## config.mk

```make
export PLATFORM = sky130hd
export DESIGN_NAME = mandelbrot_escape_time_pixel_top
export DESIGN_NICKNAME = d
export VERILOG_FILES = /design/src/design/met_pkg.sv /design/src/design/met_mul.sv /design/src/design/met_seq.sv /design/src/design/mandelbrot_escape_time_pixel_top.sv
export SDC_FILE = /design/constraint.sdc
export NUM_CORES = 2
export LEC_CHECK = 0
export BUFFER_PORTS_ARGS = -buffer_cell sky130_fd_sc_hd__buf_2
export CELL_PAD_IN_SITES_DETAIL_PLACEMENT = 0
export CELL_PAD_IN_SITES_GLOBAL_PLACEMENT = 1
export CORE_ASPECT_RATIO = 0.9
export CORE_MARGIN = 2
export CORE_UTILIZATION = 40
export CTS_BUF_LIST = sky130_fd_sc_hd__clkbuf_4
export DETAILED_ROUTE_END_ITERATION = 16
export PLACE_DENSITY = 0.65
export REMOVE_ABC_BUFFERS = 1
export SETUP_SLACK_MARGIN = 0.15
export SLEW_MARGIN = 20
export SYNTH_ARGS = -nofsm -noshare
export SYNTH_HDL_FRONTEND = slang
export SYNTH_SLANG_ARGS = --single-unit
```

## constraint.sdc

```tcl
create_clock -name clk -period 8.87 [get_ports clk]
set_input_delay 0.4435 -clock clk [delete_from_list [all_inputs] [get_ports clk]]
set_output_delay 0.4435 -clock clk [all_outputs]
set_load 0.05 [all_outputs]
```

## src/design/met_pkg.sv

```systemverilog
`timescale 1ns / 1ps

package met_pkg;

	// Q8.28 working format
	typedef logic signed [35:0] q_t;
	typedef logic [35:0] mag_t;
	typedef logic [71:0] prod_t;

	localparam int CfgDataW = 32;
	localparam int CfgIdxW = 3;

	localparam logic [10:0] MaxWidth = 11'd1024;
	localparam logic [10:0] MaxHeight = 11'd1024;

	localparam logic [10:0] RstFrameWidth = 11'd900;
	localparam logic [10:0] RstFrameHeight = 11'd560;
	localparam logic signed [31:0] RstCenterReal = 32'shF800_0000;
	localparam logic signed [31:0] RstCenterImag = 32'sh0000_0000;
	localparam logic [30:0] RstPixelStep = 31'h0010_0000;
	localparam logic [15:0] RstIterLimit = 16'd256;

	typedef enum logic [CfgIdxW-1:0] {
		CFG_FRAME_WIDTH  = 3'd0,
		CFG_FRAME_HEIGHT = 3'd1,
		CFG_CENTER_REAL  = 3'd2,
		CFG_CENTER_IMAG  = 3'd3,
		CFG_PIXEL_STEP   = 3'd4,
		CFG_ITER_LIMIT   = 3'd5
	} cfg_idx_t;

	typedef struct packed {
		logic [10:0] frame_width;
		logic [10:0] frame_height;
		logic signed [31:0] center_real;
		logic signed [31:0] center_imag;
		logic [30:0] pixel_step;
		logic [15:0] iteration_limit;
	} cfg_t;

	typedef struct packed {
		logic [9:0] pixel_x;
		logic [9:0] pixel_y;
	} pixel_in_t;

	typedef struct packed {
		logic [7:0] band;
		logic [15:0] iteration_count;
	} result_t;

	typedef struct packed {
		logic start;
		mag_t a;
		mag_t b;
	} mul_req_t;

	typedef struct packed {
		logic done;
		prod_t prod;
	} mul_rsp_t;

	typedef enum logic [1:0] {
		MPH_IDLE,
		MPH_LO,
		MPH_HI,
		MPH_SUM
	} mul_phase_t;

	typedef enum logic [2:0] {
		ST_IDLE,
		ST_MAP_RE,
		ST_MAP_IM,
		ST_ITER,
		ST_SQ_RE,
		ST_SQ_IM,
		ST_CROSS,
		ST_FINISH
	} seq_state_t;

endpackage

```

## src/design/met_mul.sv

```systemverilog
`timescale 1ns / 1ps

// 36x36 unsigned multiply on one 36x18 multiplier, two partial products.
module met_mul import met_pkg::*; (
	input logic clk,
	input logic arst_n,
	input mul_req_t req,
	output mul_rsp_t rsp
);

	mul_phase_t phase_q, phase_d;
	mag_t a_q, b_q;
	logic [53:0] part_s1;
	prod_t acc_q;
	logic done_q;

	always_comb begin
		phase_d = phase_q;
		unique case (phase_q)
			MPH_IDLE: if (req.start) phase_d = MPH_LO;
			MPH_LO:   phase_d = MPH_HI;
			MPH_HI:   phase_d = MPH_SUM;
			MPH_SUM:  phase_d = MPH_IDLE;
			default:  phase_d = MPH_IDLE;
		endcase
	end

	always_ff @(posedge clk or negedge arst_n) begin
		if (!arst_n) begin
			phase_q <= MPH_IDLE;
			done_q <= 1'b0;
		end else begin
			phase_q <= phase_d;
			done_q <= (phase_q == MPH_SUM);
		end
	end

	always_ff @(posedge clk) begin
		if (phase_q == MPH_IDLE && req.start) begin
			a_q <= req.a;
			b_q <= req.b;
		end
		if (phase_q == MPH_LO) part_s1 <= 54'(a_q) * 54'(b_q[17:0]);
		if (phase_q == MPH_HI) begin
			part_s1 <= 54'(a_q) * 54'(b_q[35:18]);
			acc_q <= {18'b0, part_s1};
		end
		if (phase_q == MPH_SUM) acc_q <= acc_q + {part_s1, 18'b0};
	end

	assign rsp.done = done_q;
	assign rsp.prod = acc_q;

endmodule

```

## src/design/met_seq.sv

```systemverilog
`timescale 1ns / 1ps

// Sequencer and Q8.28 datapath around the shared multiplier.
module met_seq import met_pkg::*; (
	input logic clk,
	input logic arst_n,
	input cfg_t cfg,
	input logic in_valid,
	output logic in_ready,
	input pixel_in_t in_data,
	output logic out_valid,
	input logic out_ready,
	output result_t out_data,
	output mul_req_t mreq,
	input mul_rsp_t mrsp
);

	localparam mag_t MagCap = 36'h8_0000_0000;
	localparam logic [7:0] BandLast = 8'd253;
	localparam logic [7:0] BandCycle = 8'd254;
	localparam logic [36:0] EscapeLimit = 37'h0_4000_0000;

	function automatic q_t sat37(input logic signed [36:0] v);
		if (v[36] != v[35]) return v[36] ? q_t'({1'b1, 35'b0}) : q_t'({1'b0, {35{1'b1}}});
		return v[35:0];
	endfunction

	function automatic q_t sat45(input logic signed [44:0] v);
		if (v[44:35] == '0 || v[44:35] == '1) return v[35:0];
		return v[44] ? q_t'({1'b1, 35'b0}) : q_t'({1'b0, {35{1'b1}}});
	endfunction

	function automatic mag_t abs_q(input q_t v);
		q_t n;
		n = -v;
		return v[35] ? mag_t'(n) : mag_t'(v);
	endfunction

	// |a||b| >> 28, capped at 2^35
	function automatic mag_t cap_mag(input prod_t p);
		logic [43:0] m;
		m = p[71:28];
		return (m > {8'b0, MagCap}) ? MagCap : m[35:0];
	endfunction

	function automatic q_t pos_q(input mag_t r);
		return (r == MagCap) ? q_t'({1'b0, {35{1'b1}}}) : $signed(r);
	endfunction

	function automatic q_t neg_q(input mag_t r);
		logic signed [36:0] n;
		n = -$signed({1'b0, r});
		return n[35:0];
	endfunction

	function automatic logic signed [12:0] pix_diff(input logic [9:0] pix,
			input logic [10:0] size);
		return $signed({2'b00, pix, 1'b0}) - $signed({2'b00, size});
	endfunction

	// c = sat(center + floor(p / 2)), p = signed product of step and |d|
	function automatic q_t map_c(input prod_t p, input logic neg,
			input logic signed [31:0] ctr);
		logic signed [43:0] pv;
		logic signed [43:0] half;
		logic signed [44:0] sum;
		pv = neg ? -$signed({2'b00, p[41:0]}) : $signed({2'b00, p[41:0]});
		half = pv >>> 1;
		sum = $signed({{13{ctr[31]}}, ctr}) + $signed({half[43], half});
		return sat45(sum);
	endfunction

	seq_state_t state_q, state_d;
	logic pend_q;
	logic out_valid_q;
	result_t out_q;

	logic [9:0] px_q, py_q;
	q_t cr_q, ci_q, zr_q, zi_q, pri_q;
	mag_t zr2_q, zi2_q;
	logic [15:0] it_q;
	logic [7:0] mod_q;

	logic signed [12:0] d_re, d_im, dabs_re, dabs_im;
	logic [36:0] sum_sq;
	logic cont;
	q_t dbl_pri, diff_sq;
	q_t zr_new, zi_new;
	mag_t r_cap;
	logic load_out;
	logic [7:0] band;

	assign d_re = pix_diff(px_q, cfg.frame_width);
	assign d_im = pix_diff(py_q, cfg.frame_height);
	assign dabs_re = d_re[12] ? -d_re : d_re;
	assign dabs_im = d_im[12] ? -d_im : d_im;

	assign sum_sq = {1'b0, zr2_q} + {1'b0, zi2_q};
	assign cont = (sum_sq <= EscapeLimit) && (it_q < cfg.iteration_limit);
	assign dbl_pri = sat37($signed({pri_q, 1'b0}));
	assign diff_sq = sat37($signed({1'b0, zr2_q}) - $signed({1'b0, zi2_q}));
	assign zi_new = sat37($signed({dbl_pri[35], dbl_pri}) + $signed({ci_q[35], ci_q}));
	assign zr_new = sat37($signed({diff_sq[35], diff_sq}) + $signed({cr_q[35], cr_q}));
	assign r_cap = cap_mag(mrsp.prod);

	assign load_out = (state_q == ST_FINISH) && (!out_valid_q || out_ready);
	assign band = (it_q >= cfg.iteration_limit) ? 8'd0 : mod_q + 8'd1;

	always_comb begin
		state_d = state_q;
		mreq.start = 1'b0;
		mreq.a = '0;
		mreq.b = '0;
		unique case (state_q)
			ST_IDLE: begin
				if (in_valid) state_d = ST_MAP_RE;
			end
			ST_MAP_RE: begin
				mreq.start = !pend_q;
				mreq.a = {5'b0, cfg.pixel_step};
				mreq.b = {25'b0, dabs_re[10:0]};
				if (mrsp.done) state_d = ST_MAP_IM;
			end
			ST_MAP_IM: begin
				mreq.start = !pend_q;
				mreq.a = {5'b0, cfg.pixel_step};
				mreq.b = {25'b0, dabs_im[10:0]};
				if (mrsp.done) state_d = ST_ITER;
			end
			ST_ITER: begin
				state_d = cont ? ST_SQ_RE : ST_FINISH;
			end
			ST_SQ_RE: begin
				mreq.start = !pend_q;
				mreq.a = abs_q(zr_q);
				mreq.b = abs_q(zr_q);
				if (mrsp.done) state_d = ST_SQ_IM;
			end
			ST_SQ_IM: begin
				mreq.start = !pend_q;
				mreq.a = abs_q(zi_q);
				mreq.b = abs_q(zi_q);
				if (mrsp.done) state_d = ST_CROSS;
			end
			ST_CROSS: begin
				mreq.start = !pend_q;
				mreq.a = abs_q(zr_q);
				mreq.b = abs_q(zi_q);
				if (mrsp.done) state_d = ST_ITER;
			end
			ST_FINISH: begin
				if (load_out) state_d = ST_IDLE;
			end
			default: state_d = ST_IDLE;
		endcase
	end

	always_ff @(posedge clk or negedge arst_n) begin
		if (!arst_n) begin
			state_q <= ST_IDLE;
			pend_q <= 1'b0;
			out_valid_q <= 1'b0;
		end else begin
			state_q <= state_d;
			if (mreq.start) pend_q <= 1'b1;
			else if (mrsp.done) pend_q <= 1'b0;
			if (load_out) out_valid_q <= 1'b1;
			else if (out_ready) out_valid_q <= 1'b0;
		end
	end

	always_ff @(posedge clk) begin
		if (state_q == ST_IDLE && in_valid) begin
			px_q <= in_data.pixel_x;
			py_q <= in_data.pixel_y;
			zr_q <= '0;
			zi_q <= '0;
			zr2_q <= '0;
			zi2_q <= '0;
			pri_q <= '0;
			it_q <= '0;
			mod_q <= '0;
		end
		if (state_q == ST_MAP_RE && mrsp.done)
			cr_q <= map_c(mrsp.prod, d_re[12], cfg.center_real);
		if (state_q == ST_MAP_IM && mrsp.done)
			ci_q <= map_c(mrsp.prod, d_im[12], cfg.center_imag);
		if (state_q == ST_ITER && cont) begin
			zr_q <= zr_new;
			zi_q <= zi_new;
			it_q <= it_q + 16'd1;
			mod_q <= (mod_q == BandLast) ? 8'd0 : mod_q + 8'd1;
		end
		if (state_q == ST_SQ_RE && mrsp.done) zr2_q <= pos_q(r_cap);
		if (state_q == ST_SQ_IM && mrsp.done) zi2_q <= pos_q(r_cap);
		if (state_q == ST_CROSS && mrsp.done)
			pri_q <= (zr_q[35] ^ zi_q[35]) ? neg_q(r_cap) : pos_q(r_cap);
		if (load_out) begin
			out_q.band <= band;
			out_q.iteration_count <= it_q;
		end
	end

	assign in_ready = (state_q == ST_IDLE);
	assign out_valid = out_valid_q;
	assign out_data = out_q;

	a_done_pending: assert property (@(posedge clk) disable iff (!arst_n)
		mrsp.done |-> pend_q)
		else $error("multiplier result with no product outstanding");

	a_band_range: assert property (@(posedge clk) disable iff (!arst_n)
		(state_q != ST_IDLE) |-> (mod_q < BandCycle))
		else $error("band counter out of range");

	a_result_from_finish: assert property (@(posedge clk) disable iff (!arst_n)
		$rose(out_valid_q) |-> $past(state_q == ST_FINISH))
		else $error("result raised outside finish step");

	a_accept_starts_map: assert property (@(posedge clk) disable iff (!arst_n)
		(in_valid && in_ready) |=> (state_q == ST_MAP_RE))
		else $error("accepted request did not start mapping");

endmodule

```

## src/design/mandelbrot_escape_time_pixel_top.sv

```systemverilog
`timescale 1ns / 1ps

// Channel  Handshake              Payload
// in       in_valid / in_ready    in_data   (pixel_x, pixel_y)
// out      out_valid / out_ready  out_data  (band, iteration_count)
// cfg      cfg_valid / cfg_ready  cfg_index, cfg_data (register write)
//
// Per request: a mapping product for c's real part, then its imaginary part, then
//   per iteration three product steps plus one update step; one 36x18 multiplier
//   forms each product in low, high and sum phases and hands it back registered.
// One request at a time; in_ready is high only while the sequencer is idle.
// The result sits in an output register, so the next request is taken while
//   the previous result still waits on out_ready; a finished request stalls in
//   its last step only while the result before it is still unread.
// Reset (arst_n low) returns the view registers to their defaults and drops
//   any request in flight; cfg_ready is always high.

module mandelbrot_escape_time_pixel_top import met_pkg::*; (
	input logic clk,
	input logic arst_n,
	input logic in_valid,
	output logic in_ready,
	input pixel_in_t in_data,
	output logic out_valid,
	input logic out_ready,
	output result_t out_data,
	input logic cfg_valid,
	output logic cfg_ready,
	input logic [CfgIdxW-1:0] cfg_index,
	input logic [CfgDataW-1:0] cfg_data
);

	cfg_t cfg_q;
	mul_req_t mreq;
	mul_rsp_t mrsp;

	// Size writes clamp at the view maximum; unknown indexes are dropped.
	always_ff @(posedge clk or negedge arst_n) begin
		if (!arst_n) begin
			cfg_q.frame_width <= RstFrameWidth;
			cfg_q.frame_height <= RstFrameHeight;
			cfg_q.center_real <= RstCenterReal;
			cfg_q.center_imag <= RstCenterImag;
			cfg_q.pixel_step <= RstPixelStep;
			cfg_q.iteration_limit <= RstIterLimit;
		end else if (cfg_valid) begin
			unique case (cfg_index)
				CFG_FRAME_WIDTH:
					cfg_q.frame_width <= (cfg_data[10:0] > MaxWidth) ? MaxWidth : cfg_data[10:0];
				CFG_FRAME_HEIGHT:
					cfg_q.frame_height <= (cfg_data[10:0] > MaxHeight) ? MaxHeight : cfg_data[10:0];
				CFG_CENTER_REAL: cfg_q.center_real <= $signed(cfg_data[31:0]);
				CFG_CENTER_IMAG: cfg_q.center_imag <= $signed(cfg_data[31:0]);
				CFG_PIXEL_STEP:  cfg_q.pixel_step <= cfg_data[30:0];
				CFG_ITER_LIMIT:  cfg_q.iteration_limit <= cfg_data[15:0];
				default: ;
			endcase
		end
	end

	assign cfg_ready = 1'b1;

	// Sequencer: maps the pixel to c, then runs z = z^2 + c until escape or limit.
	met_seq u_seq (
		.clk(clk),
		.arst_n(arst_n),
		.cfg(cfg_q),
		.in_valid(in_valid),
		.in_ready(in_ready),
		.in_data(in_data),
		.out_valid(out_valid),
		.out_ready(out_ready),
		.out_data(out_data),
		.mreq(mreq),
		.mrsp(mrsp)
	);

	// Shared multiplier used for coordinate mapping, every square and the cross product.
	met_mul u_mul (
		.clk(clk),
		.arst_n(arst_n),
		.req(mreq),
		.rsp(mrsp)
	);

endmodule
```

==> run summary <==
====================================================================================
Result of the run ..................................................... finished, final reports clean
Number of gates on the worst path with buffers counted ................           26
Async S/R FF share, synth .............................................        21.4%
R2R cell count ........................................................           26
Number of warnings issued by yosys ....................................            0
Class of the tightest hold or removal check ...........................       in2reg
Clock Root Buffer ..................................................... sky130_fd_sc_hd__clkbuf_4
Post-synth top flop ................................................... sky130_fd_sc_hd__edfxtp_1
Number of pins with negative max-slew slack in the final report .......            0
Critical path class ...................................................      reg2reg
Vias in the first global route ........................................        74500
Hold Path Sink ........................................................    cfg_q[65]
Met2 wirelength from detailed routing .................................    142000 um
Slew at the pin closest to its max-slew limit .........................      1.25 ns
Combined area of all synthesized cells ................................    88800 um2
Maximum root-to-sink buffer count .....................................            3
Post-synth EDFFs ......................................................          518
Clock Sinks ...........................................................          659
Count of port buffers added during placement ..........................           85
Worst Setup SP ........................................................ u_mul.b_q[6]
WHS Path Cells ........................................................            3
Routed length on met3 .................................................     20100 um
Site row count ........................................................          164
Post-detailed-route DRC marker count ..................................            0
Core footprint ........................................................   221000 um2
Worst r2r src ......................................................... u_mul.b_q[6]
Placed cells ..........................................................        12600
GPL Wtd Cong ..........................................................        0.941
Fin crit share ........................................................        94.3%
Endpoint kind of the worst setup timing path ..........................     register
Routed WL per cell ....................................................      23.7 um
Vias ..................................................................        72500
Final hold violation count ............................................            0
Post-synthesis area per instance ......................................     8.92 um2
Setup violation total in the final timing report ......................            0
Flop2flop setup slack .................................................      0.51 ns
Area added between synthesis and finish ...............................        8.76%
Most prevalent standard cell on the critical path ..................... sky130_fd_sc_hd__fa_1
Total number of nets in the final design ..............................        11800
Total routed wirelength ...............................................    311000 um
Flip-flop and latch count after synthesis .............................          659
Max_slew headroom .....................................................        15.6%
Arrival time of data at the critical path endpoint ....................      9.42 ns
Worst setup SP type ...................................................     register
All-Layer GR Usage ....................................................        27.4%
Clock tree skew after final layout ....................................     0.278 ns
Instance count of the mapped netlist ..................................         9953
Total clock buffers created by CTS ....................................          193
Global-route wire length before repair ................................    470000 um
Post-detailed-placement half-perimeter wirelength .....................    243000 um
Starting density of the core ..........................................        40.1%
Post-route minimum period .............................................      8.36 ns
Iter 0 DRT Violations .................................................         5841
Slowest library cell on the worst path ................................ sky130_fd_sc_hd__edfxtp_1
Distinct cell type count after synthesis ..............................           95
Family with the most delay on the worst path ..........................  adder cells
Largest net degree at the start of global routing .....................           75
Initial antenna violation count .......................................           25
Unrepaired setup endpoints after global routing .......................        false
Leading cell types in the layout, fill and taps excluded .............. sky130_fd_sc_hd__inv_1 (1510), sky130_fd_sc_hd__nand2_1 (1248), sky130_fd_sc_hd__fa_1 (1097), sky130_fd_sc_hd__ha_1 (586), sky130_fd_sc_hd__a21oi_1 (529)
Die extent in y .......................................................       451 um
Worst hold margin .....................................................    0.0733 ns
Number of nets with antenna violations after detailed routing .........            0
Max cap viols .........................................................            0
Top layer in use ......................................................         met5
Later-pin clock latency in the skew report ............................      1.38 ns
Largest stage delay, worst path .......................................      0.70 ns
Total overflow reported by the global router ..........................            0
Layout cells sized above 1 ............................................        8.49%
Maximum fanout along the worst path ...................................           13
Startpoint of the most critical hold path ............................. cfg_data[18]
Max Clock Freq ........................................................      120 MHz
Setup TNS .............................................................         0 ns
I/O Pins ..............................................................           87
Required time reported for the critical path endpoint .................      9.92 ns
Total number of H-tree levels .........................................            4
Count of buffering cells on the critical path with inverters included .            7
First-pass detailed-route iteration total .............................            9
Post-route insts no fill ..............................................        13100
Reg2Reg Capture Point ................................................. u_mul.part_s1[53]
Commonest non-fill, non-tap cell in the layout ........................ sky130_fd_sc_hd__inv_1
Die footprint .........................................................   226000 um2
Post-synthesis sequential area ratio ..................................        21.5%
TritonCTS clock tree ..................................................          yes
CTS clock-pin slew for the worst setup and hold paths .................      0.08 ns
Via density per instance ..............................................         5.53
Horiz. Die Dim ........................................................       501 um
M1 wire length ........................................................    141000 um
====================================================================================
## worst reg2reg max path, cell delays in order (launching register included)
cell and delay (ns):
sky130_fd_sc_hd__edfxtp_1 0.70, sky130_fd_sc_hd__buf_4 0.34, sky130_fd_sc_hd__and2_1 0.19, sky130_fd_sc_hd__fa_1 0.53, sky130_fd_sc_hd__inv_1 0.05, sky130_fd_sc_hd__fa_1 0.48
sky130_fd_sc_hd__fa_1 0.51, sky130_fd_sc_hd__inv_1 0.06, sky130_fd_sc_hd__fa_1 0.52, sky130_fd_sc_hd__fa_1 0.52, sky130_fd_sc_hd__inv_1 0.06, sky130_fd_sc_hd__fa_1 0.48
sky130_fd_sc_hd__inv_1 0.05, sky130_fd_sc_hd__ha_1 0.39, sky130_fd_sc_hd__nand2_1 0.08, sky130_fd_sc_hd__or4_1 0.55, sky130_fd_sc_hd__nor4_1 0.42, sky130_fd_sc_hd__o311ai_0 0.23
sky130_fd_sc_hd__buf_4 0.19, sky130_fd_sc_hd__nand2_1 0.20, sky130_fd_sc_hd__a21oi_1 0.22, sky130_fd_sc_hd__o21ai_1 0.37, sky130_fd_sc_hd__a2111oi_0 0.19, sky130_fd_sc_hd__buf_4 0.17
sky130_fd_sc_hd__nor3_1 0.25, sky130_fd_sc_hd__mux2i_1 0.25, sky130_fd_sc_hd__o31a_1 0.15
## kinds of logic (layout without fill, tap and decap cells)
family | after synthesis | after routing | synth area share, %
other | 1 | 20 | 0.00422
buffers and inverters | 2069 | 2310 | 8.78
AOI/OAI and AO/OA | 1943 | 1943 | 13.9
muxes | 181 | 181 | 2.23
adders and majority gates | 1686 | 1686 | 33.0
DFF | 659 | 659 | 21.5
xor gates and xnor gates | 510 | 510 | 5.03
and+or+nand+nor | 2904 | 2904 | 15.5
## flip-flops by register name, summed over array words and instances (netlist names), 16 cells and up
signal	cells
u_mul.a_q	36
u_seq.zi2_q	36
u_seq.cr_q	36
u_seq.ci_q	36
cfg_q	133
u_mul.b_q	36
u_mul.part_s1	54
u_mul.acc_q	72
u_seq.zr_q	36
u_seq.it_q	16
u_seq.out_data	24
u_seq.zi_q	36
u_seq.pri_q	36
u_seq.zr2_q	36
## how the worst max path moves through the flow
stage / end / slack, ns
3_3_place_gp: u_mul.part_s1[53] / 0.35
5_1_grt: u_mul.part_s1[53] / 0.21
4_1_cts: u_mul.part_s1[53] / 0.18
2_1_floorplan: u_seq.zr_q[30] / 0.55
3_5_place_dp: u_mul.part_s1[53] / 0.39
6_report: u_mul.part_s1[53] / 0.51
## metrics by stage
stage          cell area (um2)  setup WS [ns]  util, %
2_1_floorplan            86700          0.551        -
3_3_place_gp             92600          0.346     41.9
3_5_place_dp             92600          0.391     41.9
4_1_cts                  96200          0.179     43.5
5_1_grt                  96500          0.210     43.6
6_report                 96600          0.507     43.7
## routing by layer
layer	up-vias	GRT usage, %
met5	-	0
met4	10	7.39
met3	434	4.04
met2	2307	43.9
met1	36900	38.6
li1	32900	-
## cells in the mapped netlist, drive strengths merged, types with 28 or more instances
cell type | number | area [um2]
a21oi | 531 | 2660
mux2i | 43 | 430
nand2 | 1250 | 4690
ha | 589 | 7370
nor4 | 38 | 238
nand4 | 65 | 407
or2 | 29 | 181
nor3 | 90 | 450
clkbuf | 518 | 1950
buf | 35 | 163
xnor2 | 308 | 2700
and3 | 35 | 219
xor2 | 202 | 1770
nor2 | 486 | 1830
o211ai | 42 | 315
o31ai | 64 | 480
nor2b | 97 | 607
a31oi | 53 | 332
dfrtp | 127 | 3180
mux2 | 138 | 1550
and2 | 507 | 3170
o21ai | 486 | 2430
nand3 | 100 | 513
fa | 1097 | 22000
or4 | 28 | 221
edfxtp | 518 | 15600
a21o | 271 | 2030
or3 | 45 | 287
inv | 1513 | 5680
a211oi | 52 | 390
o21a | 46 | 345
o21bai | 60 | 450
nand2b | 90 | 563
o22ai | 42 | 263
## what timing repair did
item                                    4_1_cts  5_1_grt
endpoints found under the hold margin       229        0
setup buffers                                 0       19
hold buffers                                107        0
endpoints found under the setup margin        0        5
resized for setup                             0        3
## layout make-up
class                           instances  area (um2)
Fill cell                           21900      125000
Multi-Input combinational cell       7225       62000
Sequential cell                       659       19100
Inverter                             1516        5690
Tap cell                             2905        3630
Timing Repair Buffer                  440        3590
Clock buffer                          262        1970
Clock inverter                         92         534
Antenna cell                           19        47.5
Power is not shown: default switching activity piles up to over one toggle a cycle in this logic, so the estimate is an artifact.
